--- src/design/mpq_pkg.sv ---
// mpq_pkg: shared types, constants and the entry ordering function for the
// max priority queue. No dependencies; used by mpq_cell and max_priority_queue.
package mpq_pkg;

	localparam int DEPTH = 128;
	localparam int CNT_W = $clog2(DEPTH + 1);

	localparam int VALUE_W = 32;
	localparam int PRIO_W = 16;
	localparam int OP_W = 2;
	localparam int STATUS_W = 2;
	localparam int COUNT_OUT_W = 8;

	localparam logic [OP_W-1:0] OP_ENQUEUE = 2'd0;
	localparam logic [OP_W-1:0] OP_DEQUEUE = 2'd1;
	localparam logic [OP_W-1:0] OP_PEEK = 2'd2;

	localparam logic [STATUS_W-1:0] ST_OK = 2'd0;
	localparam logic [STATUS_W-1:0] ST_FULL = 2'd1;
	localparam logic [STATUS_W-1:0] ST_EMPTY = 2'd2;

	typedef struct packed {
		logic signed [VALUE_W-1:0] value;
		logic [PRIO_W-1:0] prio;
	} entry_t;

	// command broadcast to every cell in the chain
	typedef struct packed {
		logic ins;
		logic shift;
		entry_t item;
	} cell_cmd_t;

	// a is served before b: higher priority, then larger signed value
	function automatic logic entry_gt(input entry_t a, input entry_t b);
		logic [PRIO_W+VALUE_W-1:0] ka;
		logic [PRIO_W+VALUE_W-1:0] kb;
		ka = {a.prio, ~a.value[VALUE_W-1], a.value[VALUE_W-2:0]};
		kb = {b.prio, ~b.value[VALUE_W-1], b.value[VALUE_W-2:0]};
		return ka > kb;
	endfunction

endpackage

--- src/design/mpq_cell.sv ---
// mpq_cell: one slot of the sorted chain; holds one entry and trades it with
// its neighbors on insert and on removal of the top. Depends on mpq_pkg.
module mpq_cell
	import mpq_pkg::*;
(
	input  logic      clk,
	input  cell_cmd_t cmd,
	input  logic      occupied,
	input  logic      prev_beat,
	input  entry_t    prev_entry,
	input  entry_t    next_entry,
	output entry_t    entry,
	output logic      beat
);

	entry_t entry_q;

	// the new item goes at or above this slot
	assign beat = !occupied || entry_gt(cmd.item, entry_q);
	assign entry = entry_q;

	always_ff @(posedge clk) begin
		if (cmd.ins) begin
			if (prev_beat) begin
				entry_q <= prev_entry;
			end else if (beat) begin
				entry_q <= cmd.item;
			end
		end else if (cmd.shift) begin
			entry_q <= next_entry;
		end
	end

endmodule
--- config.mk ---
export PLATFORM = sky130hd
export DESIGN_NAME = mpq_cell
export DESIGN_NICKNAME = d
export VERILOG_FILES = /design/src/design/mpq_pkg.sv /design/src/design/mpq_cell.sv
export SDC_FILE = /design/constraint.sdc
export NUM_CORES = 1
export LEC_CHECK = 0
export BUFFER_PORTS_ARGS = -buffer_cell sky130_fd_sc_hd__buf_2
export CAP_MARGIN = 10
export CORE_ASPECT_RATIO = 1.25
export CORE_UTILIZATION = 35
export CTS_CLUSTER_DIAMETER = 200
export DETAILED_ROUTE_END_ITERATION = 8
export PLACE_DENSITY_LB_ADDON = 0.2
export SETUP_SLACK_MARGIN = 0.2
export SLEW_MARGIN = 20
export SYNTH_ARGS = -nofsm -noshare
export SYNTH_HDL_FRONTEND = slang
export SYNTH_SLANG_ARGS = --single-unit
--- constraint.sdc ---
create_clock -name clk -period 5 [get_ports clk]
set_input_delay 0.25 -clock clk [delete_from_list [all_inputs] [get_ports clk]]
set_output_delay 0.25 -clock clk [all_outputs]
set_load 0.005 [all_outputs]
==> results of run 1 <==
## placed cells by master (no fill, tap or decap), types with 2 or more instances in the layout
cell type	instances
nor2_1	50
nand4_1	6
o21ai_1	5
ha_1	48
inv_1	48
and4_1	2
a21oi_1	69
nand3_1	5
nand4_2	3
clkbuf_16	5
nor3_1	3
mux2i_1	48
a221oi_1	2
buf_4	3
o21ai_0	3
nand2_1	10
nand3b_1	2
buf_2	197
edfxtp_1	48
## critical path: cells and delay by family (launching register included)
kind	cells	cell delay, ns
AOI/OAI and AO/OA	3	0.88
and+or+nand+nor	3	0.74
buffers and inverters	2	0.55
DFF	1	0.37
adders and majority gates	1	0.30
## metrics by stage
stage | std cells | power [mW] | hold WS (ns) | util | setup slack (ns)
after floorplan | 387 | 0.7150 | 0.4756 | - | 0.6589
after global placement | 699 | 0.8583 | 0.5750 | 0.4719 | 1.800
after detailed placement | 699 | 0.8670 | 0.5739 | 0.4719 | 1.742
after CTS | 707 | 1.254 | 0.2785 | 0.4883 | 1.726
after global routing | 707 | 1.313 | 0.2972 | 0.4883 | 1.478
final | 707 | 1.237 | 0.2846 | 0.4883 | 1.791
## area by class of cell
class                           count  share of cell area
Sequential cell                    48              0.2892
Tap cell                          129             0.03238
Multi-Input combinational cell    274              0.4064
Clock inverter                      3            0.008534
Clock buffer                        5             0.02510
Inverter                           48             0.03614
Timing Repair Buffer              200              0.2023
## layer usage
metal,up-vias,GRT usage,share of wire
met3,6,0.03101,0.057
met5,-,0,0
met4,0,0.03846,0.0092
met2,105,0.3152,0.51
met1,1506,0.2023,0.42
li1,1775,-,-
## cell families after synthesis
| kind of cell | synth area share |
|---|---|
| multiplexers | 0.1287 |
| AO/OA/AOI/OAI | 0.1287 |
| AND/OR/NAND/NOR | 0.1214 |
| buffers and inverters | 0.07408 |
| adder cells (fa/ha/maj) | 0.1609 |
| flip-flops | 0.3862 |
## worst max-delay path by stage
stage,from,to,slack [ns],cells after the start
2_1_floorplan,entry[14]$_DFFE_PP_,entry[0]$_DFFE_PP_,0.66,8
3_3_place_gp,entry[11]$_DFFE_PP_,entry[36]$_DFFE_PP_,1.80,9
3_5_place_dp,entry[11]$_DFFE_PP_,entry[36]$_DFFE_PP_,1.74,9
4_1_cts,entry[14]$_DFFE_PP_,entry[13]$_DFFE_PP_,1.73,9
5_1_grt,entry[10]$_DFFE_PP_,entry[36]$_DFFE_PP_,1.48,9
6_report,entry[14]$_DFFE_PP_,entry[36]$_DFFE_PP_,1.79,9
## power breakdown
part	switching, mW	internal, mW	total [mW]
clock	0.149	0.235	0.385
sequential	0.0175	0.495	0.512
combinational	0.178	0.162	0.340
==> qor.txt, run 1 <==
SETUP PATH
----------------------------------------------------------------------------
Critical-path cell with the highest stage delay ...............      a21oi_4
Critical path class ........................................... register to register
Startpoint class of the critical path .........................     register
Endpoint kind of the worst setup timing path ..................     register
Reg-to-reg startpoint ......................................... entry[14]$_DFFE_PP_
CP Max Fanout .................................................           29
Worst reg2reg endpoint ........................................ entry[36]$_DFFE_PP_
Maximum single-stage delay on the critical path ...............      0.56 ns
Arrival time at the worst endpoint ............................      3.15 ns
Slack of the worst reg-to-reg path ............................      1.79 ns
Required time of the critical path ............................      4.94 ns
Cells along the critical path ................................. inv_1, ha_1, nand4_1, nor4_2, o21ai_1, a31oi_1, nor3_1, a21oi_4, buf_4
Reg2reg path depth ............................................            9

GLOBAL ROUTE
----------------------------------------------------------------------------
Antenna violations before repair ..............................            0
Total grt overflow ............................................            0
Number of global-route vias before repair .....................         3243
Wire length of the first global-routing pass ..................     15.02 mm
Pin count of the biggest net entering global routing ..........           69
Total GRT Usage ...............................................       0.1717

MIN PATH
----------------------------------------------------------------------------
Worst min-delay path endpoint ................................. entry[11]$_DFFE_PP_
Worst hold-check path type .................................... input pin to register
Worst Hold Launch ............................................. next_entry[11]
Number of instances on the worst hold path ....................            3

CTS
----------------------------------------------------------------------------
Total number of clock tree sinks ..............................           48
Root buf cell .................................................    clkbuf_16
Clock insertion delay at the later pin of the skew report .....      0.28 ns
Deepest clock path buffer count ...............................            2
Post-CTS setup buffers ........................................            0
Number of clock buffers inserted by TritonCTS .................            5
Quantity of hold-fixing buffers added after cts ...............            0
Post-CTS Resized ..............................................            0
Clock tree from TritonCTS .....................................        built
H-tree level count ............................................            2
Clock Pin Slew Worst Setup and Hold Paths .....................      0.07 ns

CELLS AND AREA
----------------------------------------------------------------------------
Fillcell total ................................................         1001
Multi-input gate area ......................................... 0.002026 mm²
Layout cell share with drive strength beyond 1 ................       0.3806
Final-stage net count .........................................          774
Area added between synthesis and finish .......................       33.56%
Reg area ...................................................... 0.001441 mm²
Post-route standard cell area excluding fillers ............... 0.004985 mm²
Max FFs per register ..........................................           48
Antenna diode count ...........................................            0

SYNTH
----------------------------------------------------------------------------
Fraction of registers with async set or reset after synthesis .            0
Synth Warn # ..................................................            0
Number of cells produced by synthesis .........................          387
Area share of the largest cell type after synthesis ...........       0.3862
Main flop type after synthesis ................................     edfxtp_1
Leading cell types by total area after synthesis .............. edfxtp_1, ha_1, mux2i_1
Cell type with the largest total area after synthesis .........     edfxtp_1
Commonest cells in the netlist ................................ a21oi_1, nor2_1
Number of synthesized flops with an enable pin ................           48
Netlist area before placement ................................. 0.003732 mm²
Mapped Nets ...................................................          584
Most frequently used cell type in the post-synthesis netlist ..      a21oi_1
Distinct cell type count after synthesis ......................           38
Average instance area after synthesis .........................    9.644 µm²
Sequential fraction of the synthesis area .....................       0.3862
Flip-flop and latch count after synthesis .....................           48

TIMING
----------------------------------------------------------------------------
Worst clock skew on the final layout ..........................  0.004581 ns
Setup Total Neg Slack .........................................         0 ns
Share of the clock period used by the worst path ..............       0.6419
Unrepaired setup endpoints after global routing ...............        false
Slew at the pin with the worst max-slew slack .................    0.8245 ns
Minimum clock period ..........................................     3.209 ns
Headroom to the max-slew limit ................................       0.4504
Final Slew Violations .........................................            0
Maximum frequency from static timing analysis .................   0.3116 GHz
Final setup viols .............................................            0
Count of endpoints failing hold in the final timing report ....            0

DETAILED ROUTING
----------------------------------------------------------------------------
DRC errors left ...............................................            0
Number of DRC violations after detailed-routing iteration 0 ...           78
Total via count after detailed routing ........................         3392
First-pass detailed-route iteration total .....................            4
Total Wirelength ..............................................     9.494 mm
WL per Instance ...............................................     13.43 µm
Via density ...................................................        4.798
DRT antenna net count .........................................            0

FLOORPLAN
----------------------------------------------------------------------------
Number of top-level pins ......................................          198
FP Rows .......................................................           41
Die Ht ........................................................     117.5 µm
Core Region ...................................................  0.01021 mm²
Total die area ................................................  0.01108 mm²
Width of the die ..............................................     94.37 µm
Initial Utilization ...........................................       0.3656

RUN
----------------------------------------------------------------------------
Max_cap viols .................................................            0

PLACE
----------------------------------------------------------------------------
RD Place Congestion ...........................................       0.7903
Number of input and output port buffers inserted ..............          197
Dpl hpwl ......................................................     7.698 mm
Standard cell area after detailed placement ................... 0.004817 mm²

PWR
----------------------------------------------------------------------------
Worst IR drop on VDD ..........................................    0.2257 mV
Pwr dens ...................................................... 248.2 mW/mm²
Leakage power .................................................     2.586 nW

STATUS
----------------------------------------------------------------------------
Run status .................................................... complete, no violations

Note: power is estimated with default switching activity, not from simulation.
==> inputs of run 2 (changes only) <==
clock period = 2.7 ns   (was 5 ns; I/O delays follow)
==> run 2 against run 1 <==
Compared with the run above: fmax rose by 29%; final cell count rose by 2.5%; first-iteration DRC count fell by 26%; sequential power rose by 86%; power rose by 88%; critical endpoint is now entry[12]$_DFFE_PP_; largest cell class unchanged; highest routed layer unchanged.
==> qor.txt, run 2 (synthesis results as in run 1) <==
DETAILED ROUTING
------------------------------------------------------------------------------
Total Wirelength ................................................     10.43 mm
DRC errors left .................................................            0
First-pass detailed-route iteration total .......................            4
Total via count after detailed routing ..........................         3531
Via density .....................................................        4.870
Number of DRC violations after detailed-routing iteration 0 .....           58
WL per Instance .................................................     14.38 µm
DRT antenna net count ...........................................            0

SETUP PATH
------------------------------------------------------------------------------
Endpoint kind of the worst setup timing path ....................     register
Required time of the critical path ..............................      2.74 ns
Number of logic stages on the critical path including buffering .            9
Slack of the worst reg-to-reg path ..............................      0.21 ns
Critical path class ............................................. register to register
CP Max Fanout ...................................................           12
Reg2reg path depth ..............................................            9
Maximum single-stage delay on the critical path .................      0.54 ns
Cells along the critical path ................................... ha_4, nand4_4, or4_4, o21ai_2, a31oi_2, nor3_2, a21oi_4, buf_12, clkbuf_16
Top delay family on crit path ................................... simple AND/OR/NAND/NOR gates
Critical-path cell with the highest stage delay .................        or4_4
Number of buffers and inverters on the critical path ............            2
Startpoint class of the critical path ...........................     register
Arrival time at the worst endpoint ..............................      2.53 ns

PWR
------------------------------------------------------------------------------
Leakage power ...................................................     2.723 nW
Worst IR drop on VDD ............................................    0.2714 mV
Tot Pwr .........................................................     2.332 mW
Pwr dens ........................................................ 426.5 mW/mm²

GLOBAL ROUTE
------------------------------------------------------------------------------
Met1 GRT Util ...................................................       0.1989
Most congested layer reported by global routing .................         met2
Total GRT Usage .................................................       0.1801
Number of global-route vias before repair .......................         3383
Antenna violations before repair ................................            0
Wire length of the first global-routing pass ....................     15.67 mm
Pin count of the biggest net entering global routing ............           73
Global routing met2 resource utilization ........................       0.3478
Met3 usage in global routing ....................................      0.03165
Total grt overflow ..............................................            0

CELLS AND AREA
------------------------------------------------------------------------------
Utilization after layout ........................................       0.5356
Fillcell total ..................................................          981
Final-stage net count ...........................................          792
Post-route standard cell area excluding fillers ................. 0.005468 mm²
Most common cell after layout, fill and taps aside ..............        buf_2
Area added between synthesis and finish .........................       46.50%
Multi-input gate area ........................................... 0.002325 mm²
Max FFs per register ............................................           48
Reg area ........................................................ 0.001441 mm²
Antenna diode count .............................................            0
Layout cell share with drive strength beyond 1 ..................       0.4430
Commonest cells after routing, fill and taps aside .............. buf_2, a21oi_1, nor2_1
Finished Layout Cells ...........................................          725

PLACE
------------------------------------------------------------------------------
Dpl hpwl ........................................................     7.969 mm
Number of input and output port buffers inserted ................          197
Placed cells ....................................................          701
RD Place Congestion .............................................       0.7350
Standard cell area after detailed placement ..................... 0.004857 mm²

TIMING
------------------------------------------------------------------------------
Unrepaired setup endpoints after global routing .................         true
Headroom to the max-slew limit ..................................       0.6744
Count of endpoints failing hold in the final timing report ......            0
Slew at the pin with the worst max-slew slack ...................    0.4884 ns
Final setup viols ...............................................            0
Final Slew Violations ...........................................            0
Maximum frequency from static timing analysis ...................   0.4020 GHz
Minimum clock period ............................................     2.487 ns
Worst clock skew on the final layout ............................  0.002333 ns
Share of the clock period used by the worst path ................       0.9212

FLOORPLAN
------------------------------------------------------------------------------
Die Ht ..........................................................     117.5 µm
Core Region .....................................................  0.01021 mm²
FP Rows .........................................................           41
Width of the die ................................................     94.37 µm
Initial Utilization .............................................       0.3656
Total die area ..................................................  0.01108 mm²
Number of top-level pins ........................................          198

STATUS
------------------------------------------------------------------------------
Run status ...................................................... complete, no violations

CTS
------------------------------------------------------------------------------
Clock Pin Slew Worst Setup and Hold Paths .......................      0.06 ns
Quantity of hold-fixing buffers added after cts .................            0
Clock insertion delay at the later pin of the skew report .......      0.28 ns
Deepest clock path buffer count .................................            2
Clock tree from TritonCTS .......................................        built
H-tree level count ..............................................            2
Root buf cell ...................................................    clkbuf_16
Total number of clock tree sinks ................................           48
Number of clock buffers inserted by TritonCTS ...................            5

RUN
------------------------------------------------------------------------------
Max_cap viols ...................................................            0

MIN PATH
------------------------------------------------------------------------------
Number of instances on the worst hold path ......................            3
Worst hold-check path type ...................................... input pin to register

-- run 2: changes by cell type in the layout (fill, tap and decap cells not counted), sizes merged --
| cell | before | now |
|---|---|---|
| buf | 200 | 216 |
| clkbuf | 5 | 9 |
| bufinv | 1 | 0 |
| clkinvlp | 1 | 0 |
-- run 2: final cells by class --
class | count | area share
multi-input combinational | 274 | 0.4252
sequential | 48 | 0.2636
timing repair buffer | 218 | 0.2238
inverter | 48 | 0.03295
tap | 129 | 0.02952
clock buffer | 7 | 0.02426
clock inverter | 1 | 0.0006865
-- run 2: per-stage QoR --
step | hold slack [ns] | setup TNS (ns) | worst slack [ns]
global route | 0.1695 | 0 | 0.1285
finish | 0.1676 | 0 | 0.2127
floorplan | 0.3429 | -2.047 | -0.04265
CTS | 0.1626 | 0 | 0.2056
detailed placement | 0.4544 | 0 | 0.1270
global placement | 0.4539 | 0 | 0.1328
-- run 2: worst reg2reg max path, delay by kind of cell (launching register included) --
| family | cells | cell delay [ns] |
|---|---|---|
| AOI/OAI and AO/OA | 3 | 0.31 |
| adders and majority gates | 1 | 0.31 |
| DFF | 1 | 0.43 |
| and+or+nand+nor | 3 | 0.87 |
| buffers and inverters | 2 | 0.32 |
-- run 2: final timing paths --
kind                        from             endpoint
max          entry[47]$_DFFE_PP_  entry[12]$_DFFE_PP_
max reg2reg  entry[47]$_DFFE_PP_  entry[12]$_DFFE_PP_
min reg2reg  entry[15]$_DFFE_PP_  entry[21]$_DFFE_PP_
min               next_entry[35]  entry[35]$_DFFE_PP_
-- run 2: power by group --
part           total [mW]  leakage (nW)  switching (mW)  internal (mW)
Sequential          0.953         0.475          0.0364          0.917
Combinational       0.778          2.18           0.383          0.396
Clock               0.601        0.0655           0.259          0.342
-- run 2: per-layer routing --
layer  wire [µm]  vias up
met3         516        4
met2        5723      103
li1            -     1812
met5           0        -
met4          71        0
met1        4116     1612
-- run 2: what timing repair did --
item | CTS | global route
pin swaps | 3 | 15
endpoints found under the setup margin | 49 | 49
gates resized for setup | 5 | 32
gates cloned | 0 | 4
buffers inserted | 1 | 11
==> inputs of run 3 (changes only) <==
PLACE_DENSITY = 0.67   (was not set)
PLACE_DENSITY_LB_ADDON = not set   (was 0.2)
==> run 3 against run 2 <==
Compared with the run above: first-iteration DRC count is 21% higher; core utilization decreased by 0.59 points; non-clock buffer count shrank 6; global-route usage grew 0.63 points; setup slack got worse by 0.023 ns; largest cell class unchanged; via count up 2.5%; clock power increased by 17%; power is 4.0% higher; wire length increased by 4.4%; die area stayed put.
==> qor.txt, run 3 (synthesis results as in run 1) <==
STATUS
--------------------------------------------------------------------------
Run status .................................................. complete, no violations

DETAILED ROUTING
--------------------------------------------------------------------------
WL per Instance .............................................     15.14 µm
DRC errors left .............................................            0
Total via count after detailed routing ......................         3618
First-pass detailed-route iteration total ...................            4
DRT antenna net count .......................................            0
Total Wirelength ............................................     10.89 mm
Via density .................................................        5.032
Number of DRC violations after detailed-routing iteration 0 .           70

PLACE
--------------------------------------------------------------------------
RD Place Congestion .........................................       0.7869
Minimum setup slack after placement .........................   0.03755 ns
Placed cells ................................................          702
Standard cell area after detailed placement ................. 0.004865 mm²
Number of input and output port buffers inserted ............          197
Dpl hpwl ....................................................     8.398 mm

CELLS AND AREA
--------------------------------------------------------------------------
Finished Layout Cells .......................................          719
Layout cell share with drive strength beyond 1 ..............       0.4322
Commonest cells after routing, fill and taps aside .......... buf_2, a21oi_1, nor2_1
Max FFs per register ........................................           48
Most common cell after layout, fill and taps aside ..........        buf_2
Final-stage net count .......................................          786
Area added between synthesis and finish .....................       44.89%
Antenna diode count .........................................            0
Post-route standard cell area excluding fillers ............. 0.005408 mm²

TIMING
--------------------------------------------------------------------------
Count of endpoints failing hold in the final timing report ..            0
Worst clock skew on the final layout ........................   0.01161 ns
Final setup viols ...........................................            0
Share of the clock period used by the worst path ............       0.9297
Unrepaired setup endpoints after global routing .............         true
Minimum clock period ........................................     2.510 ns
Final Slew Violations .......................................            0
Setup Total Neg Slack .......................................         0 ns
Headroom to the max-slew limit ..............................       0.6322
Maximum frequency from static timing analysis ...............   0.3984 GHz
Slew at the pin with the worst max-slew slack ...............    0.5517 ns
Setup ws final ..............................................    0.1899 ns

SETUP PATH
--------------------------------------------------------------------------
Critical-path cell with the highest stage delay .............       nor4_4
Required time of the critical path ..........................      2.70 ns
Cells along the critical path ............................... inv_1, ha_4, nand4_1, nor4_4, o21ai_2, a31oi_1, nor3_2, a21oi_4, buf_12, buf_12
Arrival time at the worst endpoint ..........................      2.51 ns
Critical path class ......................................... register to register
Endpoint kind of the worst setup timing path ................     register
CP Max Fanout ...............................................           12
Most common cell type on the critical path ..................       buf_12
Maximum single-stage delay on the critical path .............      0.39 ns
Startpoint class of the critical path .......................     register

GLOBAL ROUTE
--------------------------------------------------------------------------
Wire length of the first global-routing pass ................     16.08 mm
Number of global-route vias before repair ...................         3489
Total GRT Usage .............................................       0.1864
Pin count of the biggest net entering global routing ........           57
Antenna violations before repair ............................            0
Total grt overflow ..........................................            0

CTS
--------------------------------------------------------------------------
Quantity of hold-fixing buffers added after cts .............            0
Clock tree from TritonCTS ...................................        built
Root buf cell ...............................................    clkbuf_16
H-tree level count ..........................................            2
Total number of clock tree sinks ............................           48
Clock Pin Slew Worst Setup and Hold Paths ...................      0.07 ns
Clock insertion delay at the later pin of the skew report ...      0.29 ns
Number of clock buffers inserted by TritonCTS ...............            5
Deepest clock path buffer count .............................            2

FLOORPLAN
--------------------------------------------------------------------------
Initial Utilization .........................................       0.3656
Number of top-level pins ....................................          198
Core Region .................................................  0.01021 mm²
Total die area ..............................................  0.01108 mm²
Width of the die ............................................     94.37 µm
FP Rows .....................................................           41
Die Ht ......................................................     117.5 µm

RUN
--------------------------------------------------------------------------
Max_cap viols ...............................................            0

MIN PATH
--------------------------------------------------------------------------
Worst hold-check path type .................................. input pin to register

PWR
--------------------------------------------------------------------------
Worst IR drop on VDD ........................................    0.3272 mV
Pwr dens .................................................... 448.4 mW/mm²
Leakage power ...............................................     2.701 nW

run 3: cell types whose count changed in the layout (fill, tap and decap cells not counted), moves of 2 or more:
| cell | previous run | this run |
|---|---|---|
| a21oi_1 | 67 | 65 |
| buf_4 | 14 | 7 |
| clkbuf_1 | 2 | 0 |
| inv_1 | 44 | 46 |
| a21oi_2 | 2 | 4 |
| ha_4 | 14 | 12 |
| ha_1 | 34 | 36 |
| inv_2 | 4 | 2 |
run 3: area by class of cell:
class	count	area [µm²]
inverter	48	180.2
sequential	48	1441
clock buffer	5	125.1
fill	942	4801
timing repair buffer	212	1191
multi-input combinational	274	2271
clock inverter	3	37.54
tap	129	161.4
run 3: where the power goes:
part	internal, mW	switching, mW
clock network	0.431	0.273
registers	0.916	0.0351
logic	0.382	0.387
total	1.73	0.695
run 3: metal layers:
layer,GRT usage,wire length (µm),share of wire
met5,0,0,0
met4,0.06538,240,0.022
met1,0.2033,4266,0.39
met3,0.02649,505,0.046
met2,0.3542,5872,0.54
run 3: what timing repair did:
action                                 4_1_cts  5_1_grt
gates resized for setup                      7       26
setup endpoints to repair                   49       49
endpoints found under the hold margin        0        0
pin swaps                                    2       11
cloned                                       0        5
setup buffers                                0        4
run 3: worst paths after layout:
check / cells after the start / end / from / slack, ns
max: 10 / entry[28]$_DFFE_PP_ / entry[11]$_DFFE_PP_ / 0.19
max reg2reg: 10 / entry[28]$_DFFE_PP_ / entry[11]$_DFFE_PP_ / 0.19
min: 3 / entry[2]$_DFFE_PP_ / next_entry[2] / 0.16
min reg2reg: 7 / entry[6]$_DFFE_PP_ / entry[15]$_DFFE_PP_ / 1.37
run 3: metrics by stage:
step                      power [mW]  hold slack (ns)  utilization
after floorplan                1.324           0.3429            -
after global placement         1.597           0.4547       0.4765
after detailed placement       1.624           0.4597       0.4765
after CTS                      2.344           0.1604       0.4970
after global routing           2.566           0.1739       0.5297
final                          2.425           0.1623       0.5297
run 3: worst max-delay path: cells and delay by family, from the launching register on:
family          cells  cell delay [ns]
compound gates      3             0.50
fa+ha+maj           1             0.29
buf+inv             3             0.37
flops               1             0.35
simple gates        3             0.70
